`src/pcir_pkg.sv`:
```
// shared constants, codes and types of the pair collision impulse resolver
`default_nettype none
package pcir_pkg;

    // fixed point format and field widths
    localparam int FRAC_BITS = 20;
    localparam int COORD_W   = 32;
    localparam int DIFF_W    = COORD_W + 1;
    localparam int MD_W      = 25;
    localparam int GAIN_W    = 21;
    localparam int DIST_W    = MD_W;
    localparam int SUM_W     = 2 * MD_W;
    localparam int NM_W      = FRAC_BITS + 1;
    localparam int T_W       = DIFF_W;
    localparam int REL_W     = T_W + 3;
    localparam int R_W       = T_W + 2;
    localparam int PR_W      = R_W + GAIN_W;
    localparam int S_W       = R_W + 2;
    localparam int PP_W      = GAIN_W + MD_W;
    localparam int M_W       = S_W + 1;

    // configuration port
    localparam int IDX_W = 2;
    localparam int CFG_W = MD_W;
    localparam logic [IDX_W-1:0] REG_MIN_DIST    = 2'd0;
    localparam logic [IDX_W-1:0] REG_PUSH_GAIN   = 2'd1;
    localparam logic [IDX_W-1:0] REG_RESTITUTION = 2'd2;

    // reset values: 0.3, 0.2 and zero, rounded to nearest
    localparam logic [MD_W-1:0]   MIN_DIST_RST  = MD_W'(((3 * (1 << FRAC_BITS)) + 5) / 10);
    localparam logic [GAIN_W-1:0] PUSH_GAIN_RST = GAIN_W'(((2 * (1 << FRAC_BITS)) + 5) / 10);
    localparam logic [GAIN_W-1:0] RESTIT_RST    = '0;

    // pipeline depth: front end, square root, divide, back end
    localparam int FRONT_LAT = 4;
    localparam int BACK_LAT  = 6;
    localparam int PIPE_LAT  = FRONT_LAT + DIST_W + NM_W + BACK_LAT;

    typedef enum logic [1:0] {
        ACT_NONE    = 2'd0,
        ACT_IMPULSE = 2'd1,
        ACT_PUSH    = 2'd2
    } action_t;

    // data riding alongside the square root
    typedef struct packed {
        logic                        valid;
        logic                        contact;
        logic [2:0][MD_W-1:0]        dm;
        logic [2:0]                  dneg;
        logic [2:0][DIFF_W-1:0]      dvm;
        logic [2:0]                  dvneg;
    } sq_side_t;

    // data riding alongside the normal division
    typedef struct packed {
        logic                        valid;
        logic                        contact;
        logic [DIST_W-1:0]           root_len;
        logic [2:0]                  dneg;
        logic [2:0][DIFF_W-1:0]      dvm;
        logic [2:0]                  dvneg;
    } dv_side_t;

endpackage
`default_nettype wire

```
`src/pcir_div.sv`:
```
// pipelined restoring divider for one normal component, one quotient bit per stage
`default_nettype none
module pcir_div (
    input  wire logic                          clk,
    input  wire logic [pcir_pkg::MD_W-1:0]     numer,
    input  wire logic [pcir_pkg::DIST_W-1:0]   denom,
    output logic      [pcir_pkg::NM_W-1:0]     quot
);
    import pcir_pkg::*;

    localparam int RW = MD_W + FRAC_BITS + 1;

    logic [RW-1:0]     rem_d    [NM_W];
    logic [NM_W-1:0]   quot_d   [NM_W];
    logic [DIST_W-1:0] den_d    [NM_W];
    logic [RW-1:0]     rem_reg  [NM_W];
    logic [NM_W-1:0]   quot_reg [NM_W];
    logic [DIST_W-1:0] den_reg  [NM_W];

    // numerator scaled by one in fixed point
    assign rem_d[0]  = RW'(numer) << FRAC_BITS;
    assign quot_d[0] = '0;
    assign den_d[0]  = denom;

    for (genvar k = 0; k < NM_W; k++) begin : g_stage
        localparam int B = NM_W - 1 - k;
        logic [RW-1:0] trial;

        if (k > 0) begin : g_link
            assign rem_d[k]  = rem_reg[k-1];
            assign quot_d[k] = quot_reg[k-1];
            assign den_d[k]  = den_reg[k-1];
        end

        assign trial = RW'(den_d[k]) << B;

        always_ff @(posedge clk)
        begin
            den_reg[k] <= den_d[k];
            if (rem_d[k] >= trial)
            begin
                rem_reg[k]  <= rem_d[k] - trial;
                quot_reg[k] <= quot_d[k] | (NM_W'(1) << B);
            end
            else
            begin
                rem_reg[k]  <= rem_d[k];
                quot_reg[k] <= quot_d[k];
            end
        end
    end

    assign quot = quot_reg[NM_W-1];

endmodule
`default_nettype wire
```
`config.mk`:
```
export PLATFORM = sky130hd
export DESIGN_NAME = pcir_div
export DESIGN_NICKNAME = d
export VERILOG_FILES = /design/src/pcir_pkg.sv /design/src/pcir_div.sv
export SDC_FILE = /design/constraint.sdc
export NUM_CORES = 2
export LEC_CHECK = 0
export BUFFER_PORTS_ARGS = -buffer_cell sky130_fd_sc_hd__buf_2
export CAP_MARGIN = 5
export CORE_MARGIN = 4
export CORE_UTILIZATION = 55
export CTS_CLUSTER_DIAMETER = 200
export DETAILED_ROUTE_END_ITERATION = 8
export MAX_ROUTING_LAYER = met4
export PLACE_DENSITY = 0.8
export SLEW_MARGIN = 20
export SYNTH_ARGS = -nofsm -noshare
export SYNTH_HDL_FRONTEND = slang
export SYNTH_SLANG_ARGS = --single-unit
```
`constraint.sdc`:
```
create_clock -name clk -period 3.85 [get_ports clk]
set_input_delay 0.1925 -clock clk [delete_from_list [all_inputs] [get_ports clk]]
set_output_delay 0.1925 -clock clk [all_outputs]
set_load 0.03 [all_outputs]
```
==> metrics.txt <==
Peak VDD IR=between 0.0005 and 0.0006 V; Yosys cell types=86; CTS root buf=clkbuf_16; Placer Congestion=about 0.96; DRC viols=0; initial antenna violation count=3; Slew headroom=0.430; number of routed nets with antenna violations=0; final cycle utilization of the critical path=0.963; dpl cell area=roughly 0.069 mm2; RSZ-0062 raised after global routing=no; Hold WC Path Type=primary input to flop; top cells by area, synth=dfxtp_1, ha_1, a21oi_1, xnor2_1, inv_1; crit path DAT=between 4 and 5 ns; area leader, netlist=dfxtp_1; 1st-pass router iterations=5; core footprint=between 0.1 and 0.15 mm2; critical path capture point type=flop; die height=about 360 um; overall routed net length=165000 um; Via Count=approximately 53000; Row Count=between 100 and 150; I/O Buffers=71; H-Tree Depth=4; fraction of layout cells with a size suffix above 1=0.0793; Reg-to-Reg Start=den_reg[6][0]; fin area=0.0751 mm2; Synth-to-Final Area Change=12.5%; final setup fails=0; post-synth net total=a little under 8000; post-synth design cell area=around 0.067 mm2; r2r setup slk=about 0.14 ns; wire length per cell=around 18 um; Layout Nets=about 8000; most common cell after layout, fill and taps aside=dfxtp_1; startpoint types=flop; WP buf/inv=1; GRT Total Usage=0.263; Mapped Avg Cell Area=around 9.1 um2; Ys Warns=0; top cell type's share of synthesized area=0.432; max reg flops=710; Initial Util=0.555; register area share after synthesis=0.432; outcome=completed; min Tclk post-route=between 3 and 4 ns; Ports=between 70 and 80; Max stage delay on crit path=~0.56 ns; vias in the first global route=~52000; worst hold stages=2; FF-to-FF path depth=11; Clk Latency, worst-skew pair=0.80 ns; fraction of registers with async set/reset=0; Post-synth EDFFs=0; first-pass GRT wire length=266000 um; CP top delay family=compound AO/OA/AOI/OAI gates; Max clock buf depth=3; CP max FO=4; commonest non-fill, non-tap cells in the layout=dfxtp_1, inv_1, a21oi_1; largest net degree at the start of global routing=51; Vias/cell=roughly 5.7; slowest cell on the critical path=a2111oi_0; maximum clock rate=around 0.27 GHz; GR Overflow Total=0; P per Cell Area=905 mW/mm2; r2r endpoint=rem_reg[3][81]; DRT iter0 DRCs=around 3900; hold endpoint=den_reg[0][2]; Die X=~360 um; CP required=between 4 and 5 ns; final clock skew=0.0578 ns; Post-synth top flop=dfxtp_1; Crit Path Class=flop to flop; Final Max Tran Viols=0; critical-path cell list=inv_1, fa_1, a21o_1, a211o_1, or4_1, a221o_1, a21oi_1, o31ai_1, and2_1, a2111oi_0, xor2_1; clock sink count=1441; DP HPWL=~130000 um; setup total negative slack=0 ns; hold_sp=denom[2]; final hold violations=0; CTS clk-pin slew, worst paths=roughly 0.070 ns; Post-Syn Instances=about 7400; worst slew pin tran=roughly 0.85 ns; CTS buffer count=146; Max Cap Violations=0; Leakage=between 0.03 and 0.04 uW; TritonCTS clock tree=built; die area=about 0.13 mm2; Yosys reg bits=1441
[stage by stage]
stage          cells  hold slack [ns]  setup WS (ns)  utilization  power, uW
3_5_place_dp    8928            0.312          0.173        0.576      52100
5_1_grt         9247           0.0675        0.00217        0.624      72600
3_3_place_gp    8928            0.310          0.216        0.576      51500
4_1_cts         9246           0.0156          0.108        0.624      67800
2_1_floorplan   7356            0.220          0.577            -      44500
6_report        9247           0.0815          0.142        0.624      68000
[cell type report]
class,instances,area [um2]
Inverter,675,2540
Sequential cell,1441,28800
Fill cell,9763,45200
Antenna cell,1,2.50
Multi-Input combinational cell,5043,34800
Clock buffer,188,4100
Clock inverter,80,1220
Tap cell,1612,2020
Timing Repair Buffer,207,1630
[routing by layer]
layer,GRT usage,vias to the layer above,part of all wire
met5,-,-,0
met4,0.106,0,0.041
met3,0.0389,452,0.053
met2,0.451,1546,0.49
met1,0.311,24600,0.42
li1,-,25900,-
[kinds of logic (layout without fill, tap and decap cells)]
group	count (synthesis)	count (layout)	synth area share
multiplexers	118	118	0.0199
other	0	1	0
XOR/XNOR	603	603	0.0791
AO/OA/AOI/OAI	1924	1924	0.180
buffers and inverters	872	1150	0.0493
flip-flops	1441	1441	0.432
adder cells (fa/ha/maj)	544	544	0.104
AND/OR/NAND/NOR	1854	1854	0.135
[how the worst max path moves through the flow]
stage                      to           from  cells past startpoint
6_report       rem_reg[3][81]  den_reg[6][0]                     11
3_3_place_gp   rem_reg[3][91]  den_reg[6][0]                     11
2_1_floorplan  rem_reg[3][79]  den_reg[6][0]                     11
4_1_cts        rem_reg[3][79]  den_reg[6][0]                     11
3_5_place_dp   rem_reg[3][79]  den_reg[6][0]                     11
5_1_grt        rem_reg[3][79]  den_reg[6][0]                     11
[Yosys cell counts (54+ instances only)]
cell type,count
nor3_1,136
o21a_1,84
nand4_1,99
a21oi_1,607
and3_1,54
o21ai_0,460
or3_1,57
inv_1,672
nor4_1,62
nand2b_1,76
a211oi_1,75
xor2_1,273
nor2b_1,77
dfxtp_1,1441
a21o_1,233
mux2_2,117
nand2_1,511
xnor2_1,330
nand3_1,117
o21bai_1,85
nor2_1,486
a31oi_1,55
clkbuf_1,171
ha_1,524
[where the power goes]
group          switching (uW)  internal, uW  leakage [uW]
clock                    6170          9070       0.00259
combinational           16600         13100        0.0188
sequential               3460         19600        0.0121
[what timing repair did]
item,CTS,global route
gates resized for setup,0,5
setup buffers,0,0
hold endpoints to repair,51,0
hold buffers,50,0
setup endpoints to repair,0,15
Power figures use the tool's default switching activity.
