`src/pcir_pkg.sv`:
```
// shared constants, codes and types of the pair collision impulse resolver
`default_nettype none
package pcir_pkg;

    // fixed point format and field widths
    localparam int FRAC_BITS = 20;
    localparam int COORD_W   = 32;
    localparam int DIFF_W    = COORD_W + 1;
    localparam int MD_W      = 25;
    localparam int GAIN_W    = 21;
    localparam int DIST_W    = MD_W;
    localparam int SUM_W     = 2 * MD_W;
    localparam int NM_W      = FRAC_BITS + 1;
    localparam int T_W       = DIFF_W;
    localparam int REL_W     = T_W + 3;
    localparam int R_W       = T_W + 2;
    localparam int PR_W      = R_W + GAIN_W;
    localparam int S_W       = R_W + 2;
    localparam int PP_W      = GAIN_W + MD_W;
    localparam int M_W       = S_W + 1;

    // configuration port
    localparam int IDX_W = 2;
    localparam int CFG_W = MD_W;
    localparam logic [IDX_W-1:0] REG_MIN_DIST    = 2'd0;
    localparam logic [IDX_W-1:0] REG_PUSH_GAIN   = 2'd1;
    localparam logic [IDX_W-1:0] REG_RESTITUTION = 2'd2;

    // reset values: 0.3, 0.2 and zero, rounded to nearest
    localparam logic [MD_W-1:0]   MIN_DIST_RST  = MD_W'(((3 * (1 << FRAC_BITS)) + 5) / 10);
    localparam logic [GAIN_W-1:0] PUSH_GAIN_RST = GAIN_W'(((2 * (1 << FRAC_BITS)) + 5) / 10);
    localparam logic [GAIN_W-1:0] RESTIT_RST    = '0;

    // pipeline depth: front end, square root, divide, back end
    localparam int FRONT_LAT = 4;
    localparam int BACK_LAT  = 6;
    localparam int PIPE_LAT  = FRONT_LAT + DIST_W + NM_W + BACK_LAT;

    typedef enum logic [1:0] {
        ACT_NONE    = 2'd0,
        ACT_IMPULSE = 2'd1,
        ACT_PUSH    = 2'd2
    } action_t;

    // data riding alongside the square root
    typedef struct packed {
        logic                        valid;
        logic                        contact;
        logic [2:0][MD_W-1:0]        dm;
        logic [2:0]                  dneg;
        logic [2:0][DIFF_W-1:0]      dvm;
        logic [2:0]                  dvneg;
    } sq_side_t;

    // data riding alongside the normal division
    typedef struct packed {
        logic                        valid;
        logic                        contact;
        logic [DIST_W-1:0]           root_len;
        logic [2:0]                  dneg;
        logic [2:0][DIFF_W-1:0]      dvm;
        logic [2:0]                  dvneg;
    } dv_side_t;

endpackage
`default_nettype wire

```
`src/pcir_sqrt.sv`:
```
// pipelined integer square root, one result bit per stage
`default_nettype none
module pcir_sqrt (
    input  wire logic                          clk,
    input  wire logic [pcir_pkg::SUM_W-1:0]    radicand,
    output logic      [pcir_pkg::DIST_W-1:0]   root
);
    import pcir_pkg::*;

    localparam int TW = SUM_W + 2;

    logic [TW-1:0]     rem_d    [DIST_W];
    logic [DIST_W-1:0] root_d   [DIST_W];
    logic [TW-1:0]     rem_reg  [DIST_W];
    logic [DIST_W-1:0] root_reg [DIST_W];

    assign rem_d[0]  = TW'(radicand);
    assign root_d[0] = '0;

    for (genvar k = 0; k < DIST_W; k++) begin : g_stage
        localparam int B = DIST_W - 1 - k;
        logic [TW-1:0] trial;

        if (k > 0) begin : g_link
            assign rem_d[k]  = rem_reg[k-1];
            assign root_d[k] = root_reg[k-1];
        end

        // (root + 2^b)^2 - root^2
        assign trial = (TW'(root_d[k]) << (B + 1)) + (TW'(1) << (2 * B));

        always_ff @(posedge clk)
        begin
            if (rem_d[k] >= trial)
            begin
                rem_reg[k]  <= rem_d[k] - trial;
                root_reg[k] <= root_d[k] | (DIST_W'(1) << B);
            end
            else
            begin
                rem_reg[k]  <= rem_d[k];
                root_reg[k] <= root_d[k];
            end
        end
    end

    assign root = root_reg[DIST_W-1];

endmodule
`default_nettype wire

```
`config.mk`:
```
export PLATFORM = sky130hd
export DESIGN_NAME = pcir_sqrt
export DESIGN_NICKNAME = d
export VERILOG_FILES = /design/src/pcir_pkg.sv /design/src/pcir_sqrt.sv
export SDC_FILE = /design/constraint.sdc
export NUM_CORES = 2
export LEC_CHECK = 0
export ABC_AREA = 1
export BUFFER_PORTS_ARGS = -buffer_cell sky130_fd_sc_hd__buf_4
export CAP_MARGIN = 30
export CORE_ASPECT_RATIO = 1.4
export CORE_MARGIN = 8
export CORE_UTILIZATION = 40
export CTS_BUF_LIST = sky130_fd_sc_hd__clkbuf_8
export CTS_CLUSTER_SIZE = 40
export DETAILED_ROUTE_END_ITERATION = 7
export GPL_TIMING_DRIVEN = 1
export PLACE_DENSITY = 0.66
export SLEW_MARGIN = 20
export SYNTH_ARGS = -nofsm -noshare
export SYNTH_HDL_FRONTEND = slang
export SYNTH_SLANG_ARGS = --single-unit
export TNS_END_PERCENT = 10
```
`constraint.sdc`:
```
create_clock -name clk -period 2.35 [get_ports clk]
set_input_delay 0.235 -clock clk [delete_from_list [all_inputs] [get_ports clk]]
set_output_delay 0.235 -clock clk [all_outputs]
set_load 0.02 [all_outputs]
```
==> summary.md <==
| Metric | Value |
|---|---|
| Run status | finished clean |
| Post-synth EDFFs | 0 |
| Worst Hold Class | flop to flop |
| WL final | 267 mm |
| Synth Warn # | 0 |
| DRC viols | 0 |
| Crit-path cells | inv_1 -> ha_2 -> nand2_2 -> nor2_4 -> nand2_1 -> nand3_4 -> nand2_1 -> nand2_1 -> nand2_2 -> nand3_4 -> buf_4 -> nand2_1 -> o21ai_1 |
| TritonCTS Buffers | 232 |
| Layout area overhead | 22.6% |
| Fin crit period | 2330 ps |
| RePlAce Congestion | 1.00 |
| Die X | 380 µm |
| H-tree depth | 4 |
| Largest net degree at the start of global routing | 39 |
| Pwr Density | 1080 nW/µm² |
| Worst-margin pin slew | 713 ps |
| Placed cells | between 10000 and 15000 |
| Period utilization | 99.4% |
| Starting density of the core | about two fifths |
| I/O pins | 76 |
| Syn Nets | 10900 |
| CORE AREA | 185000 µm² |
| Crit start category | flop |
| Reg2Reg Launch Point | root_reg[1][107]$_DFF_P_ |
| Max_slew headroom | 52.3% |
| Crit path from | root_reg[1][107]$_DFF_P_ |
| Worst setup EP type | flop |
| Data required, critical path | ~3200 ps |
| CP Max Fanout | 10 |
| Fmax | 428 MHz |
| Synth cell types | 58 |
| Avg Cell Area, Syn | 7.06 µm² |
| Nets | 11900 |
| Synthesized area | 74300 µm² |
| Port Buf Inserts | 75 |
| Final setup viols | 0 |
| Die area | 200000 µm² |
| Final setup TNS | 0 ps |
| Finished Cell Area | just over 90000 µm² |
| CTS Buffer Depth | 3 |
| Leak | between 40 and 50 nW |
| Fin cells | 14200 |
| Slowest CP cell | ha_2 |
| Post-Synthesis Cells | roughly 11000 |
| Final WS setup | roughly 15 ps |
| Die Ht | roughly 530 µm |
| Antenna violations before repair | 4 |
| Final hold vios | 0 |
| FF+latch count, synth | between 1500 and 2000 |
| Post-DP HPWL | 222 mm |
| # Max-Cap Violations | 0 |
| Starting DRT DRC Count | 3719 |
| RSZ-0062 raised after global routing | yes |
| CP most frequent cell | nand2_1 |
| Largest register FFs | 1247 |
| Final hold slack | 287 ps |
| CTS tree | built |
| Crit path max-delay family | simple AND/OR/NAND/NOR gates |
| Clk root buf | clkbuf_8 |
| CP Buf/Inv Count | 2 |
| Register area share after synthesis | 42.3% |
| Drt pass-1 iters | 8 |
| Layout cells sized above 1 | about 15% |
| GRT overflow | 0 |
| Routed length per instance | 18.8 µm |
| Placed cell area | 82700 µm² |
| Fraction of registers with async set/reset | 0% |
| Maximum vdd ir drop | a little under 0.0009 V |
| Via count | about 70000 |
| Power Total | roughly 99 mW |
| WP data arrival | 3210 ps |
| Final core utilization | roughly half |
| Clk_lat worst skew | 1090 ps |
| Vias per cell | 4.89 |
| Global-route wire length before repair | 398 mm |
| Placement Rows | approximately 190 |
| Slowest stage delay, CP | 380 ps |
| Clock tree sinks | 1572 |
| Most common flop cell mapped by yosys | dfxtp_1 |
| Max Clock Skew | roughly 130 ps |
| Post-route ant nets | 0 |
| Hold Startpoint | rem_reg[2][263]$_DFF_P_ |
| Crit Path Category | flop to flop |
| Worst slack, placed | -458 ps |
| Vias in the first global route | about 71000 |
| Gr usage total | 25.6% |
| Clock transition at path regs | about 70 ps |
| Slew Viols, Final | 0 |
-- Yosys cell counts, drive strengths merged, types with 11 or more instances --
cell type     n  area share [%]
a21oi       438             3.4
nor3        134             1.0
a21o         12            0.12
xnor2       168             2.0
o21bai       25            0.26
xor2        147             1.7
ha          346             5.8
or2          18            0.15
nand3       589             4.1
nand4       221             1.9
nor2       1222             6.4
a21boi       11            0.12
nand3b       62            0.63
o21ai       332             2.4
inv        1718             8.7
and2         17            0.14
nor4         79            0.67
buf          80            0.93
dfxtp      1572              42
nand2      3286              17
-- routing by layer --
layer / vias up / GRT usage, % / wire length (µm)
met2: 1924 / 50.4 / 143000
met5: - / 0 / 12
met1: 31700 / 22.4 / 86600
met4: 2 / 22.8 / 28100
li1: 35000 / - / -
met3: 934 / 3.19 / 8890
-- path summary, 6_finish.rpt --
| kind | endpoint | slack (ps) | depth (start not counted) |
|---|---|---|---|
| worst max-delay path | rem_reg[2][285]$_DFF_P_ | 20 | 13 |
| worst min-delay path | rem_reg[2][315]$_DFF_P_ | 290 | 0 |
| worst max register to register | rem_reg[2][285]$_DFF_P_ | 20 | 13 |
| worst min register to register | rem_reg[2][315]$_DFF_P_ | 290 | 0 |
-- power by group --
group | total [mW] | leakage (nW) | switching, mW | internal (mW)
clock network | 25.8 | 3.05 | 11.7 | 14.2
logic | 32.8 | 30.0 | 20.1 | 12.7
registers | 39.9 | 13.1 | 7.40 | 32.5
-- what timing repair did --
action / in CTS / in global routing
setup buffers: 3 / 15
gates resized for setup: 87 / 272
endpoints found under the hold margin: 51 / 0
pin swaps: 7 / 28
hold buffers: 101 / 0
setup endpoints to repair: 176 / 424
cloned: 0 / 5
-- area by class of cell --
type / count / area, µm²
clock inverters: 145 / 1650
inverters: 1720 / 6480
well taps: 2457 / 3070
flip-flops and latches: 1572 / 31600
repair buffers: 861 / 7240
multi-input cells: 7159 / 37100
diodes: 5 / 12.5
fillers: 18400 / 94000
clock buffers: 294 / 4050
-- worst register-to-register path, cell delays in order (launching register included) --
cell,delay (ps)
dfxtp_1,370
inv_1,60
ha_2,380
nand2_2,110
nor2_4,180
nand2_1,120
nand3_4,120
nand2_1,70
nand2_1,110
nand2_2,80
nand3_4,130
buf_4,230
nand2_1,70
o21ai_1,180
-- kinds of logic after synthesis --
group	Yosys count	share of synthesized area, %
AOI/OAI and AO/OA	854	6.66
xor gates and xnor gates	315	3.71
adders and majority gates	346	5.82
buffers and inverters	1801	9.62
DFF	1572	42.3
other	1	0.00504
and+or+nand+nor	5643	31.8
-- layout by cell type (no fill, tap or decap), types with 147 or more instances in the layout --
cell type | synthesis | layout
nand4_1 | 215 | 215
buf_4 | 27 | 716
dfxtp_1 | 1572 | 1516
a21oi_1 | 351 | 317
xnor2_1 | 168 | 168
inv_1 | 1691 | 1731
nand3_1 | 577 | 566
nand2_1 | 3257 | 3214
ha_1 | 346 | 283
xor2_1 | 147 | 147
clkbuf_8 | 0 | 294
o21ai_0 | 214 | 201
nor2_1 | 1167 | 1125
Note: power is estimated with default switching activity, not from simulation.
